[src/design/chm_pkg.sv]
// Shared constants, codes and hash step for the chained hash map engine.
`default_nettype none

package chm_pkg;

   localparam int DEF_ENTRY_SLOTS = 64;
   localparam int DEF_MAX_BUCKETS = 64;
   localparam int KEY_BYTES       = 8;
   localparam int VALUE_BYTES     = 8;

   localparam logic [31:0] HASH_SEED = 32'h1234_5678;
   localparam logic [31:0] HASH_ADD  = 32'ha1b2_c3d4;

   localparam logic [6:0] CSR_BUCKETS_RESET = 7'd8;
   localparam logic [6:0] CSR_BUCKETS_ZERO  = 7'd8;

   localparam logic [1:0] OP_INSERT = 2'd0;
   localparam logic [1:0] OP_LOOKUP = 2'd1;
   localparam logic [1:0] OP_REMOVE = 2'd2;

   localparam logic [1:0] ST_DONE = 2'd0;
   localparam logic [1:0] ST_MISS = 2'd1;
   localparam logic [1:0] ST_FULL = 2'd2;

   // One byte of the key hash: rotate left by 7, add, mix in byte and old hash.
   function automatic logic [31:0] hash_step(input logic [31:0] h, input logic [7:0] b);
      logic [31:0] rot;
      rot = {h[24:0], h[31:25]};
      return ((rot + HASH_ADD) ^ {24'd0, b}) ^ h;
   endfunction

   // Keep the low n bytes of a 64-bit word.
   function automatic logic [63:0] byte_mask(input logic [3:0] n);
      logic [63:0] m;
      m = '0;
      for (int i = 0; i < 8; i++) begin
         if (4'(i) < n) begin
            m[i*8 +: 8] = 8'hff;
         end
      end
      return m;
   endfunction

endpackage

`default_nettype wire

[src/design/chm_hash.sv]
// Byte-serial key hash followed by a bit-serial reduction modulo the bucket count.
`default_nettype none

module chm_hash #(
   parameter int MAX_BUCKETS = chm_pkg::DEF_MAX_BUCKETS,
   parameter int CNT_W = $clog2(MAX_BUCKETS + 1),
   parameter int BKT_W = (MAX_BUCKETS > 1) ? $clog2(MAX_BUCKETS) : 1
) (
   input  wire logic             clock,
   input  wire logic             reset,
   input  wire logic             start,
   input  wire logic [63:0]      key,
   input  wire logic [3:0]       key_len,
   input  wire logic [CNT_W-1:0] bucket_cnt,
   output logic                  done,
   output logic [31:0]           hash,
   output logic [BKT_W-1:0]      bucket
);
   import chm_pkg::*;

   localparam logic [1:0] PH_IDLE = 2'd0;
   localparam logic [1:0] PH_HASH = 2'd1;
   localparam logic [1:0] PH_MOD  = 2'd2;

   logic [1:0]     phase_ff, phase_in;
   logic [3:0]     idx_ff, idx_in;
   logic [63:0]    krem_ff, krem_in;
   logic [31:0]    h_ff, h_in;
   logic [CNT_W:0] rem_ff, rem_in;
   logic [4:0]     bit_ff, bit_in;
   logic           done_ff, done_in;
   logic [CNT_W:0] rem_shift;

   always_comb begin
      phase_in  = phase_ff;
      idx_in    = idx_ff;
      krem_in   = krem_ff;
      h_in      = h_ff;
      rem_in    = rem_ff;
      bit_in    = bit_ff;
      done_in   = 1'b0;
      rem_shift = {rem_ff[CNT_W-1:0], h_ff[bit_ff]};
      case (phase_ff)
         PH_IDLE: begin
            if (start) begin
               h_in     = HASH_SEED;
               krem_in  = key;
               idx_in   = key_len;
               rem_in   = '0;
               bit_in   = 5'd31;
               phase_in = (key_len == 4'd0) ? PH_MOD : PH_HASH;
            end
         end
         PH_HASH: begin
            h_in    = hash_step(h_ff, krem_ff[7:0]);
            krem_in = krem_ff >> 8;
            idx_in  = idx_ff - 4'd1;
            if (idx_ff == 4'd1) begin
               phase_in = PH_MOD;
            end
         end
         PH_MOD: begin
            // restoring remainder, one hash bit per cycle from the top
            if (rem_shift >= {1'b0, bucket_cnt}) begin
               rem_in = rem_shift - {1'b0, bucket_cnt};
            end else begin
               rem_in = rem_shift;
            end
            bit_in = bit_ff - 5'd1;
            if (bit_ff == 5'd0) begin
               done_in  = 1'b1;
               phase_in = PH_IDLE;
            end
         end
         default: begin
            phase_in = PH_IDLE;
         end
      endcase
   end

   always_ff @(posedge clock) begin
      if (reset) begin
         phase_ff <= PH_IDLE;
         done_ff  <= 1'b0;
      end else begin
         phase_ff <= phase_in;
         done_ff  <= done_in;
      end
      idx_ff  <= idx_in;
      krem_ff <= krem_in;
      h_ff    <= h_in;
      rem_ff  <= rem_in;
      bit_ff  <= bit_in;
   end

   assign done   = done_ff;
   assign hash   = h_ff;
   assign bucket = BKT_W'(rem_ff);

endmodule

`default_nettype wire

[config.mk]
export PLATFORM = sky130hd
export DESIGN_NAME = chm_hash
export DESIGN_NICKNAME = d
export VERILOG_FILES = /design/src/design/chm_pkg.sv /design/src/design/chm_hash.sv
export SDC_FILE = /design/constraint.sdc
export NUM_CORES = 1
export LEC_CHECK = 0
export CORE_ASPECT_RATIO = 1.4
export CORE_MARGIN = 2
export CORE_UTILIZATION = 69
export DETAILED_ROUTE_END_ITERATION = 16
export DONT_BUFFER_PORTS = 1
export GPL_ROUTABILITY_DRIVEN = 0
export PLACE_DENSITY = 0.85
export SYNTH_ARGS = -nofsm -noshare
export SYNTH_HDL_FRONTEND = slang
export SYNTH_SLANG_ARGS = --single-unit
[constraint.sdc]
create_clock -name clock -period 12.65 [get_ports clock]
set_input_delay 0.6325 -clock clock [delete_from_list [all_inputs] [get_ports clock]]
set_output_delay 0.6325 -clock clock [all_outputs]
set_load 0.02 [all_outputs]
== Word level (Yosys, flattened, before mapping) ==
Index checks and enable logic that the tools add are counted.
Operators by class
  equal/unequal tests: 6
  shift-type cells: 0
  bitwise gates (word level): 3
  add/subtract/negate cells: 4
  $mul: 0
  multiplexer cells: 19
  div/mod/pow operators: 0
  reduce and logical (&&, ||, !) cells: 9
  $lt $le $gt $ge: 2
Operators with widths (number)
  $pmux 64 s2: 1
  $mux 64: 1
  $pmux 32 s2: 1
  $add 32x32->32 const B: 1
  $mux 32: 1
  $xor 32x32->32: 1
  $xor 32x8->32: 1
  $mux 7: 2
  $pmux 7 s2: 1
  $pmux 5 s2: 1
  $ge 8x7->1: 1
  $mux 2: 4
  $pmux 4 s2: 1
  $sub 7x7->7: 1
  $lt 5x6->1 const B: 1
  $ne 2x2->1 const B: 3
  $pmux 2 s3: 1
  $bmux 1 s5: 1
  $logic_not 5->1: 1
  $mux 5: 1
  $sub 5x1->5 const B: 1
  $eq 4x1->1 const B: 1
  $logic_not 4->1: 1
  $mux 4: 1
  other kinds (10): 13
Word-level totals
  word-level logic and storage cells: 50
  register bits: 115
  output and inout bits: 39
  memories: 0
  bits in read-only memories: 0
  bits in latches: 0
  memory bits (writable): 0
  bits of input ports: 78

== Logic depth before layout (Yosys ltp) ==
Gate-level depths: netlist of the first run.
  depth after elaboration: 5
  depth in mapped cells: 14
  depth with buffers taken out: 12

== Least setup slack after synthesis of the first run ==
OpenSTA, ideal clock, no wires.
  path kind: input-to-reg
  start point: input start
  end point: register h_ff[0], in the netlist hash[0], enable pin
  path buffers: 0
  slack: 7.223 ns
  required time: 12.089 ns
  arrival: 4.866 ns
  stages on the path: 2
  library setup time: 0.561 ns
  cells stage by stage: nor2_1 > nor2_1
Between the ends
  word-level cells in the longest chain between the ends: 2
Ends and longest elaborated chain
  start: declaration: line chm_hash.sv:11  | input wire logic start,
  $ne 2x2->1 (no line)
  $reduce_and 2->1 (no line)
  end signal: assignment: line chm_hash.sv:91  | h_ff <= h_in;
  end: declaration: line chm_hash.sv:28  | logic [31:0] h_ff, h_in;
Every way passes these cells.
A chain may end at the register's enable or synchronous reset.

== Worst setup path after layout of the first run ==
  start point: register bit_ff[2]
  end point: register rem_ff[4], data pin
Between the ends
  word-level cells in the longest chain between the ends: 5
  elaborated cells on any way between the ends: 6
  those cells by class: add/sub: 1; order compare: 1; mux: 4
Ends and longest elaborated chain
  start: declaration: line chm_hash.sv:30  | logic [4:0] bit_ff, bit_in;
  start signal: assignment: line chm_hash.sv:93  | bit_ff <= bit_in;
  $bmux 1 s5 (*): line chm_hash.sv:42  | rem_shift = {rem_ff[CNT_W-1:0], h_ff[bit_ff]};
  $mux 1 (not written as such) (*): line chm_hash.sv:42
  $sub 7x7->7 / $ge 8x7->1 (equally long branches): line chm_hash.sv:65, chm_hash.sv:64
  $mux 7 (*): line chm_hash.sv:64  | if (rem_shift >= {1'b0, bucket_cnt}) begin
  $pmux 7 s2 (*): line chm_hash.sv:43  | case (phase_ff)
  end signal: assignment: line chm_hash.sv:92  | rem_ff <= rem_in;
  end: declaration: line chm_hash.sv:29  | logic [CNT_W:0] rem_ff, rem_in;
Mark *: on every way between the ends. The rest lies on a longest branch, timed or not. The select of a mux whose other input is x is not followed.

==> flow_metrics.py, run 1 <==
metrics = {
    "run_status": {
        "status": "finished clean",
    },
    "global_route": {
        "grt_use_met2_pct": 50.1,
        "grt_overflow": 0,
        "first_global_vias": 4688,
        "met1_usage_pct": 33.0,
        "grt_max_degree": 81,
        "grt_use_total_pct": 29.2,
        "top_usage_layer": "met2",
        "antenna_found_initial": 0,
        "grt_use_met3_pct": 8.45,
        "grt_pass1_wl_um": 22900,
    },
    "placement": {
        "place_ws_ns": 8.61,
        "io_buffers": 0,
        "dpl.hpwl_um": 9510,
        "place_inst": 714,
    },
    "logic_synthesis": {
        "synthArstFlopShare_pct": 0,
        "synth_area_leader_cell": "edfxtp_1",
        "ys.flop_type": "edfxtp_1",
        "ys_warn_count": 0,
        "ys_types": 62,
        "ys_ff_latch": 115,
        "netlist_area_um2": 6490,
        "syn_area_per_cell_um2": 10.1,
        "synth_top_area_share_pct": 51.9,
        "ys_seq_area_share_pct": 52.8,
        "synth_edf_count": 112,
        "syn_inst": 643,
        "ys_top_cells_by_area": "edfxtp_1 (52%), nand2_1 (12%), xnor2_1 (5.4%)",
        "synth_nets": 733,
    },
    "floorplan": {
        "core_um2": 9080,
        "row_count": 41,
        "boundaryPins": 117,
        "die_w_um": 85.9,
        "die_h_um": 119,
        "start_util_pct": 71.4,
        "die_area_um2": 10200,
    },
    "clock_network": {
        "cts_hold_buffers": 0,
        "cts_tree": "built",
        "cts_resized": 0,
        "cts_sinks": 115,
        "htreeDepth": 4,
        "clk_pin_slew_ns": 0.05,
        "cts-root-buf": "clkbuf_16",
        "clk-insertion-delay-late_ns": 0.41,
        "cts_max_path_buffers": 2,
        "cts_setup_buffers": 0,
        "cts_buffers": 17,
    },
    "drt": {
        "via_per_inst": 6.27,
        "drt-pass1-iter-count": 5,
        "via_count": 4674,
        "drc_errors": 0,
        "wl_um": 14500,
        "wire_per_inst_um": 19.4,
        "antenna_left": 0,
        "drt_iter0_drc": 415,
    },
    "timing": {
        "rsz0062_at_grt": "false",
        "finalMaxSlewViolations": 0,
        "fin_ws_ns": 8.54,
        "post-route-min-period_ns": 4.11,
        "tightest_slew_ns": 1.16,
        "setup_violations": 0,
        "fin_crit_sh_pct": 32.5,
        "tns_ns": 0,
        "slew-limit-headroom_pct": 22.6,
        "skew_ns": 0.00437,
        "timing.final.hold_violations": 0,
        "max_freq_mhz": 243,
    },
    "layout": {
        "syn2layout_area_growth_pct": 8.83,
        "diodes": 0,
        "final_util_pct": 77.7,
        "final_cells": 746,
        "drive_gt1_share_pct": 7.82,
        "fillers": 556,
        "nets": 716,
    },
    "setup_path": {
        "critPathArrivalTime_ns": 4.27,
        "critPathLaunch": "bit_ff[2]$_SDFFCE_PN1P_",
        "reg2reg_from": "bit_ff[2]$_SDFFCE_PN1P_",
        "path_class": "register to register",
        "path_max_fanout": 15,
        "start_kind": "register",
        "endpoint_kind": "register",
        "reg2regPathDepth": 12,
        "worstReg2RegEnd": "rem_ff[4]$_SDFFCE_PN0P_",
        "crit_end": "rem_ff[4]$_SDFFCE_PN0P_",
        "worstPathRequired_ns": 12.81,
        "r2r_slack_ns": 8.54,
    },
    "worst_hold_path": {
        "min-delay-path-class": "input port to register",
        "min-delay-start": "reset",
    },
    "power": {
        "vdd_drop_max_mv": 0.140,
        "power_density_nw_per_um2": 193,
        "power.leakage_nw": 2.85,
    },
    "run": {
        "max-cap-violations": 0,
    },
}
[layout by cell type, fill, tap and decap left out, types with 3 or more instances in the layout]
master     instances
edfxtp_1         112
or3_1              5
nand4_1            5
clkbuf_16         17
o21ai_0           15
a21oi_1           15
a22oi_1            5
nand3_1            6
xnor2_1           40
xor2_1            17
nor3_1            14
clkinv_2           5
a21o_1             4
o21ai_1            4
nand2b_1           9
clkinv_1           4
nor2b_1            4
mux4_2             5
nand2_1          202
o21a_1             4
nor2_1            29
ha_1              11
and3_1             5
and2_1            12
inv_1             16
mux2i_1           18
buf_4              3
dfxtp_1            3
bufinv_16          4
[power breakdown]
part           total [mW]  switching (mW)  internal (mW)
clock               0.480           0.157          0.324
sequential          0.600           0.103          0.497
combinational       0.280           0.158          0.123
[stage by stage]
stage,power (mW),instance area [um2],hold WS [ns]
2_1_floorplan,0.812,6490,0.484
3_3_place_gp,0.862,6460,0.487
3_5_place_dp,0.872,6460,0.496
4_1_cts,1.36,7060,0.281
5_1_grt,1.42,7060,0.286
6_report,1.36,7060,0.295
[flip-flops by register name, indices dropped and copies added, names as in the netlist]
name / cells
bit_ff: 5
done: 1
hash: 32
rem_ff: 7
phase_ff: 2
krem_ff: 64
idx_ff: 4
[layout make-up]
cell class | instances | area (um2) | share of cell area (%)
Clock inverter | 14 | 168 | 2.38
Timing Repair Buffer | 3 | 22.5 | 0.319
Multi-Input combinational cell | 472 | 2820 | 39.9
Tap cell | 107 | 134 | 1.90
Inverter | 17 | 63.8 | 0.904
Sequential cell | 115 | 3420 | 48.5
Clock buffer | 18 | 429 | 6.08
[cells by family (layout without fill, tap and decap cells)]
kind of cell               Yosys count  in the layout  share of synthesized area (%)
muxes                               23             23                           4.51
adders and majority gates           12             12                           2.43
and+or+nand+nor                    311            311                           21.4
buffers and inverters               56             52                           4.03
xor gates and xnor gates            57             57                           7.70
AOI/OAI and AO/OA                   69             69                           7.14
DFF                                115            115                           52.8
[metal layers]
layer,up-vias,wire [um]
met1,2196,5200
met4,0,471
li1,2183,-
met2,248,7550
met5,-,0
met3,47,1270
[worst max-delay path: stages (launching register included)]
cell and delay (ns):
edfxtp_1 0.77, mux4_2 0.42, mux4_2 0.49, nand2_1 0.08
and3_4 0.20, ha_1 0.19, inv_1 0.06, fa_1 0.42
a21oi_1 0.23, o211ai_1 0.18, a21oi_2 0.46, mux2i_1 0.28
nor2_1 0.06
[synth_stat cells (all sizes together), types with 2 or more instances]
library cell  number
a22oi              5
clkbuf            24
and4               2
inv               17
nor4               3
o21bai             2
nand2            202
or4                2
a31oi              2
and2              12
xnor2             40
mux2i             18
o21a               4
a21oi             17
xor2              17
nor3              14
or3                5
buf               15
or2                4
nand3              6
o2111ai            2
edfxtp           112
mux4               5
ha                11
nand2b            10
nor2              30
nand4              5
nor3b              2
o211ai             2
a21o               4
and3               6
nor2b              5
o21ai             20
dfxtp              3
[worst min-delay path by stage]
| stage | slack [ns] | to | cells after the start |
|---|---|---|---|
| 4_1_cts | 0.28 | phase_ff[0]$_SDFFE_PP0P_ | 1 |
| 3_5_place_dp | 0.50 | krem_ff[1]$_DFFE_PP_ | 2 |
| 6_report | 0.29 | phase_ff[0]$_SDFFE_PP0P_ | 1 |
| 3_3_place_gp | 0.49 | krem_ff[16]$_DFFE_PP_ | 2 |
| 5_1_grt | 0.29 | phase_ff[0]$_SDFFE_PP0P_ | 1 |
| 2_1_floorplan | 0.48 | krem_ff[0]$_DFFE_PP_ | 2 |
No activity file was read; power rests on OpenSTA's default activity.
==> run 2: changes to the inputs <==
CORE_UTILIZATION = 58   (was 69)
PLACE_DENSITY = 0.76   (was 0.85)
clock period = 3.35 ns   (was 12.65 ns; I/O delays follow)
==> flow_metrics.py, run 2 (synthesis gave the netlist of run 1 again) <==
metrics = {
    "timing": {
        "whs_ns": 0.0221,
        "post-route-min-period_ns": 3.48,
        "rsz0062_at_grt": "true",
        "finalMaxSlewViolations": 0,
        "fin_crit_sh_pct": 104,
        "setup_violations": 5,
        "slew-limit-headroom_pct": 34.8,
        "max_freq_mhz": 287,
        "timing.final.hold_violations": 0,
        "fin_ws_ns": -0.129,
        "tightest_slew_ns": 0.974,
        "skew_ns": 0.00855,
    },
    "drt": {
        "drt_iter0_drc": 275,
        "antenna_left": 0,
        "drt-pass1-iter-count": 5,
        "via_per_inst": 5.80,
        "via_count": 5187,
        "wire_per_inst_um": 18.8,
        "drc_errors": 0,
        "wl_um": 16800,
    },
    "global_route": {
        "grt_max_degree": 66,
        "grt_pass1_wl_um": 26400,
        "grt_use_total_pct": 28.9,
        "first_global_vias": 5386,
        "grt_overflow": 0,
        "antenna_found_initial": 0,
    },
    "power": {
        "vdd_drop_max_mv": 0.535,
        "power.leakage_nw": 3.36,
        "power.total_mw": 5.43,
        "power_density_nw_per_um2": 664,
    },
    "setup_path": {
        "worstPathCellList": "mux4_2 -> mux4_2 -> nand2_1 -> and3_4 -> ha_4 -> inv_2 -> fa_2 -> a21oi_2 -> o211ai_1 -> a21oi_2 -> buf_6 -> mux2i_1 -> nor2_1",
        "crit_end": "rem_ff[4]$_SDFFCE_PN0P_",
        "reg2regPathDepth": 13,
        "worstReg2RegEnd": "rem_ff[4]$_SDFFCE_PN0P_",
        "r2r_slack_ns": -0.13,
        "critPathLaunch": "bit_ff[0]$_SDFFCE_PN1P_",
        "slowest_stage": "mux4_2",
        "endpoint_kind": "register",
        "critPathArrivalTime_ns": 3.64,
        "path_max_fanout": 8,
        "reg2reg_from": "bit_ff[0]$_SDFFCE_PN1P_",
        "path_class": "register to register",
        "worstPathRequired_ns": 3.51,
        "start_kind": "register",
        "slowest_delay_ns": 0.54,
    },
    "floorplan": {
        "start_util_pct": 59.7,
        "row_count": 45,
        "die_area_um2": 12100,
        "die_h_um": 129,
        "die_w_um": 93.4,
        "boundaryPins": 117,
        "core_um2": 10900,
    },
    "placement": {
        "dpl.hpwl_um": 10600,
        "place_ws_ns": -0.204,
        "io_buffers": 0,
    },
    "clock_network": {
        "cts_tree": "built",
        "cts-root-buf": "clkbuf_16",
        "htreeDepth": 4,
        "cts_buffers": 17,
        "clk_pin_slew_ns": 0.06,
        "cts_max_path_buffers": 2,
        "clk-insertion-delay-late_ns": 0.41,
        "cts_sinks": 115,
    },
    "run_status": {
        "status": "finished, violations left",
        "violations": "setup timing",
    },
    "layout": {
        "drive_gt1_share_pct": 13.8,
        "final_common_cell": "nand2_1",
        "largest-register": "krem_ff",
        "final_util_pct": 75.2,
        "largest_reg_flops": 64,
        "syn2layout_area_growth_pct": 26.0,
        "fillers": 707,
        "final_cell_mix": "nand2_1 (202), edfxtp_1 (112), dlygate4sd3_1 (68)",
        "nets": 830,
    },
    "worst_hold_path": {
        "min-delay-path-class": "input port to register",
    },
    "run": {
        "max-cap-violations": 0,
    },
}
run 2: cell types whose count changed in the layout (fill, tap and decap cells not counted), sizes merged:
cell,change
dlygate4sd3,+68
buf,+46
clkinv,-3
clkinvlp,+3
diode,+1
run 2: final cells by class:
class	count	area (um2)	area share (%)
repair buffers	117	1050	12.9
clock buffers	18	429	5.25
diodes	1	2.50	0.0306
inverters	17	63.8	0.781
multi-input cells	472	2840	34.7
flip-flops and latches	115	3420	41.9
well taps	141	176	2.16
clock inverters	14	188	2.30
run 2: per-stage QoR:
step / setup TNS (ns) / area, um2 / cells
CTS: -0.648 / 8180 / 895
detailed placement: -0.911 / 6850 / 792
global placement: -0.418 / 6850 / 792
floorplan: -0.585 / 6540 / 643
global route: -1.33 / 8170 / 894
finish: -0.511 / 8170 / 895
run 2: repair_timing:
action                                 CTS  global route
endpoints found under the hold margin   70             0
gates resized for setup                  1             1
cloned                                   0             0
hold buffers                            68             0
pin swaps                                1             2
buffers inserted                         3             1
setup endpoints to repair                6             7
run 2: worst min path at each step:
stage / startpoint / endpoint / cells past startpoint
after floorplan: reset / phase_ff[1]$_SDFFE_PP0P_ / 1
after global placement: reset / phase_ff[1]$_SDFFE_PP0P_ / 1
after detailed placement: reset / phase_ff[1]$_SDFFE_PP0P_ / 1
after CTS: key[39] / krem_ff[39]$_DFFE_PP_ / 2
after global routing: key[39] / krem_ff[39]$_DFFE_PP_ / 2
final: key[39] / krem_ff[39]$_DFFE_PP_ / 2
run 2: metal layers:
metal	share of wire (%)	wire length (um)	up-vias	global-route usage [%]
met1	36	6100	2497	31.8
met3	6.2	1040	50	5.99
met4	4.0	678	0	14.8
li1	-	-	2415	-
met5	0	0	-	0
met2	54	9000	225	52.4
run 2: report_power, final:
group          total [mW]  switching [mW]  internal [mW]
clock                1.89           0.655           1.24
combinational        1.56           0.921          0.638
sequential           1.98           0.109           1.87
run 2: worst max-delay path: cells and delay by family (launching register included):
| family | cells | cell delay (ns) |
|---|---|---|
| adder cells (fa/ha/maj) | 2 | 0.47 |
| AO/OA/AOI/OAI | 3 | 0.49 |
| AND/OR/NAND/NOR | 3 | 0.34 |
| buffers and inverters | 2 | 0.19 |
| flip-flops | 1 | 0.53 |
| multiplexers | 3 | 1.22 |
==> run 3: changes to the inputs <==
CORE_UTILIZATION = 55   (was 58)
PLACE_DENSITY = not set   (was 0.76)
PLACE_DENSITY_LB_ADDON = 0.05   (was not set)
==> flow_metrics.py, run 3 (synthesis gave the netlist of run 1 again) <==
metrics = {
    "drt": {
        "wire_per_inst_um": 18.2,
        "drc_errors": 0,
        "via_count": 5106,
        "drt_iter0_drc": 328,
        "drt-pass1-iter-count": 5,
        "antenna_left": 0,
        "wl_um": 16300,
        "via_per_inst": 5.71,
    },
    "global_route": {
        "top_usage_layer": "met2",
        "grt_use_met2_pct": 45.7,
        "grt_pass1_wl_um": 25600,
        "met1_usage_pct": 31.2,
        "first_global_vias": 5128,
        "grt_overflow": 0,
        "grt_use_total_pct": 26.4,
        "antenna_found_initial": 0,
        "grt_max_degree": 63,
        "grt_use_met3_pct": 7.23,
    },
    "timing": {
        "fin_crit_sh_pct": 103,
        "timing.final.hold_violations": 0,
        "post-route-min-period_ns": 3.46,
        "finalMaxSlewViolations": 0,
        "whs_ns": 0.0434,
        "tns_ns": -0.428,
        "skew_ns": 0.0102,
        "rsz0062_at_grt": "true",
        "max_freq_mhz": 289,
        "slew-limit-headroom_pct": 27.4,
        "tightest_slew_ns": 1.08,
        "setup_violations": 5,
        "fin_ws_ns": -0.112,
    },
    "setup_path": {
        "path_max_fanout": 6,
        "slowest_delay_ns": 0.56,
        "path_class": "register to register",
        "worstPathRequired_ns": 3.50,
        "critPathArrivalTime_ns": 3.62,
        "endpoint_kind": "register",
        "slowest_stage": "mux4_2",
        "worstPathCellList": "mux4_2 -> mux4_2 -> nand2_1 -> and3_4 -> ha_4 -> inv_2 -> fa_2 -> a21oi_2 -> o211ai_1 -> a21oi_2 -> buf_6 -> mux2i_1 -> nor2_1",
        "start_kind": "register",
    },
    "floorplan": {
        "start_util_pct": 56.9,
        "row_count": 46,
        "die_w_um": 95.8,
        "die_area_um2": 12700,
        "boundaryPins": 117,
        "core_um2": 11400,
        "die_h_um": 132,
    },
    "power": {
        "p_seq_share_pct": 37.9,
        "vdd_drop_max_mv": 0.461,
        "power.switching_mw": 1.65,
        "power_frac_clock_pct": 32.4,
        "power.total_mw": 5.23,
        "power.leakage_nw": 3.33,
        "swShare_pct": 31.5,
        "combPwrFrac_pct": 29.7,
        "p_int_mw": 3.58,
        "power_density_nw_per_um2": 645,
    },
    "placement": {
        "post_dp_cell_area_um2": 6850,
        "dpl.hpwl_um": 10700,
        "place_inst": 792,
        "io_buffers": 0,
    },
    "layout": {
        "final_cells": 894,
        "largest-register": "krem_ff",
        "post-route-cell-area_um2": 8110,
        "final_common_cell": "nand2_1",
        "largest_reg_flops": 64,
        "nets": 828,
        "final_cell_mix": "nand2_1 (202), edfxtp_1 (112), dlygate4sd3_1 (69)",
        "syn2layout_area_growth_pct": 25.0,
        "drive_gt1_share_pct": 12.8,
        "diodes": 0,
    },
    "run_status": {
        "violations": "setup timing",
        "status": "finished, violations left",
    },
    "clock_network": {
        "cts_tree": "built",
        "clk-insertion-delay-late_ns": 0.41,
        "cts-root-buf": "clkbuf_16",
        "clk_pin_slew_ns": 0.06,
        "cts_buffers": 17,
        "htreeDepth": 4,
        "cts_max_path_buffers": 2,
        "cts_sinks": 115,
    },
    "worst_hold_path": {
        "min-delay-path-class": "input port to register",
    },
    "run": {
        "max-cap-violations": 0,
    },
}
[run 3: worst paths after layout]
kind                      startpoint                        to  slack [ns]  depth (start not counted)
max          bit_ff[0]$_SDFFCE_PN1P_   rem_ff[4]$_SDFFCE_PN0P_       -0.11                         13
min                            start  phase_ff[1]$_SDFFE_PP0P_        0.04                          3
max reg2reg  bit_ff[0]$_SDFFCE_PN1P_   rem_ff[4]$_SDFFCE_PN0P_       -0.11                         13
min reg2reg    krem_ff[27]$_DFFE_PP_     krem_ff[19]$_DFFE_PP_        0.51                          2
[run 3: worst max-delay path, delay by kind of cell, from the launching register on]
family	cells	cell delay, ns
multiplexers	3	1.21
flip-flops	1	0.52
AO/OA/AOI/OAI	3	0.48
adder cells (fa/ha/maj)	2	0.47
AND/OR/NAND/NOR	3	0.35
buffers and inverters	2	0.19
[run 3: area by class of cell]
cell class | instances | area [um2]
flip-flops and latches | 115 | 3420
fillers | 814 | 3290
multi-input cells | 472 | 2840
repair buffers | 115 | 1060
clock buffers | 18 | 429
well taps | 144 | 180
clock inverters | 13 | 119
inverters | 17 | 63.8
[run 3: stage by stage]
step | utilization, % | worst slack, ns
final | 71.2 | -0.112
after global routing | 71.2 | -0.285
after CTS | 71.3 | -0.0978
after detailed placement | 60.1 | -0.136
after global placement | 60.1 | -0.0820
after floorplan | - | -0.134
[run 3: per-layer routing]
layer  up-vias  routed length (um)
met3        26                1240
li1       2406                   -
met4         0                 371
met5         -                   0
met2       204                8350
met1      2470                6330
[run 3: power by group through the flow]
stage / Clock, mW / Combinational, mW / Sequential (mW)
global route: 1.76 / 1.68 / 2.00
finish: 1.70 / 1.55 / 1.98
global placement: 0 / 1.42 / 2.00
CTS: 1.71 / 1.54 / 1.98
detailed placement: 0 / 1.45 / 2.01
floorplan: 0 / 0.942 / 2.13
[run 3: what timing repair did]
item	in CTS	in global routing
resized for setup	1	2
setup endpoints to repair	5	7
buffers inserted	4	0
hold buffers	69	0
endpoints found under the hold margin	71	0
pin swaps	3	2
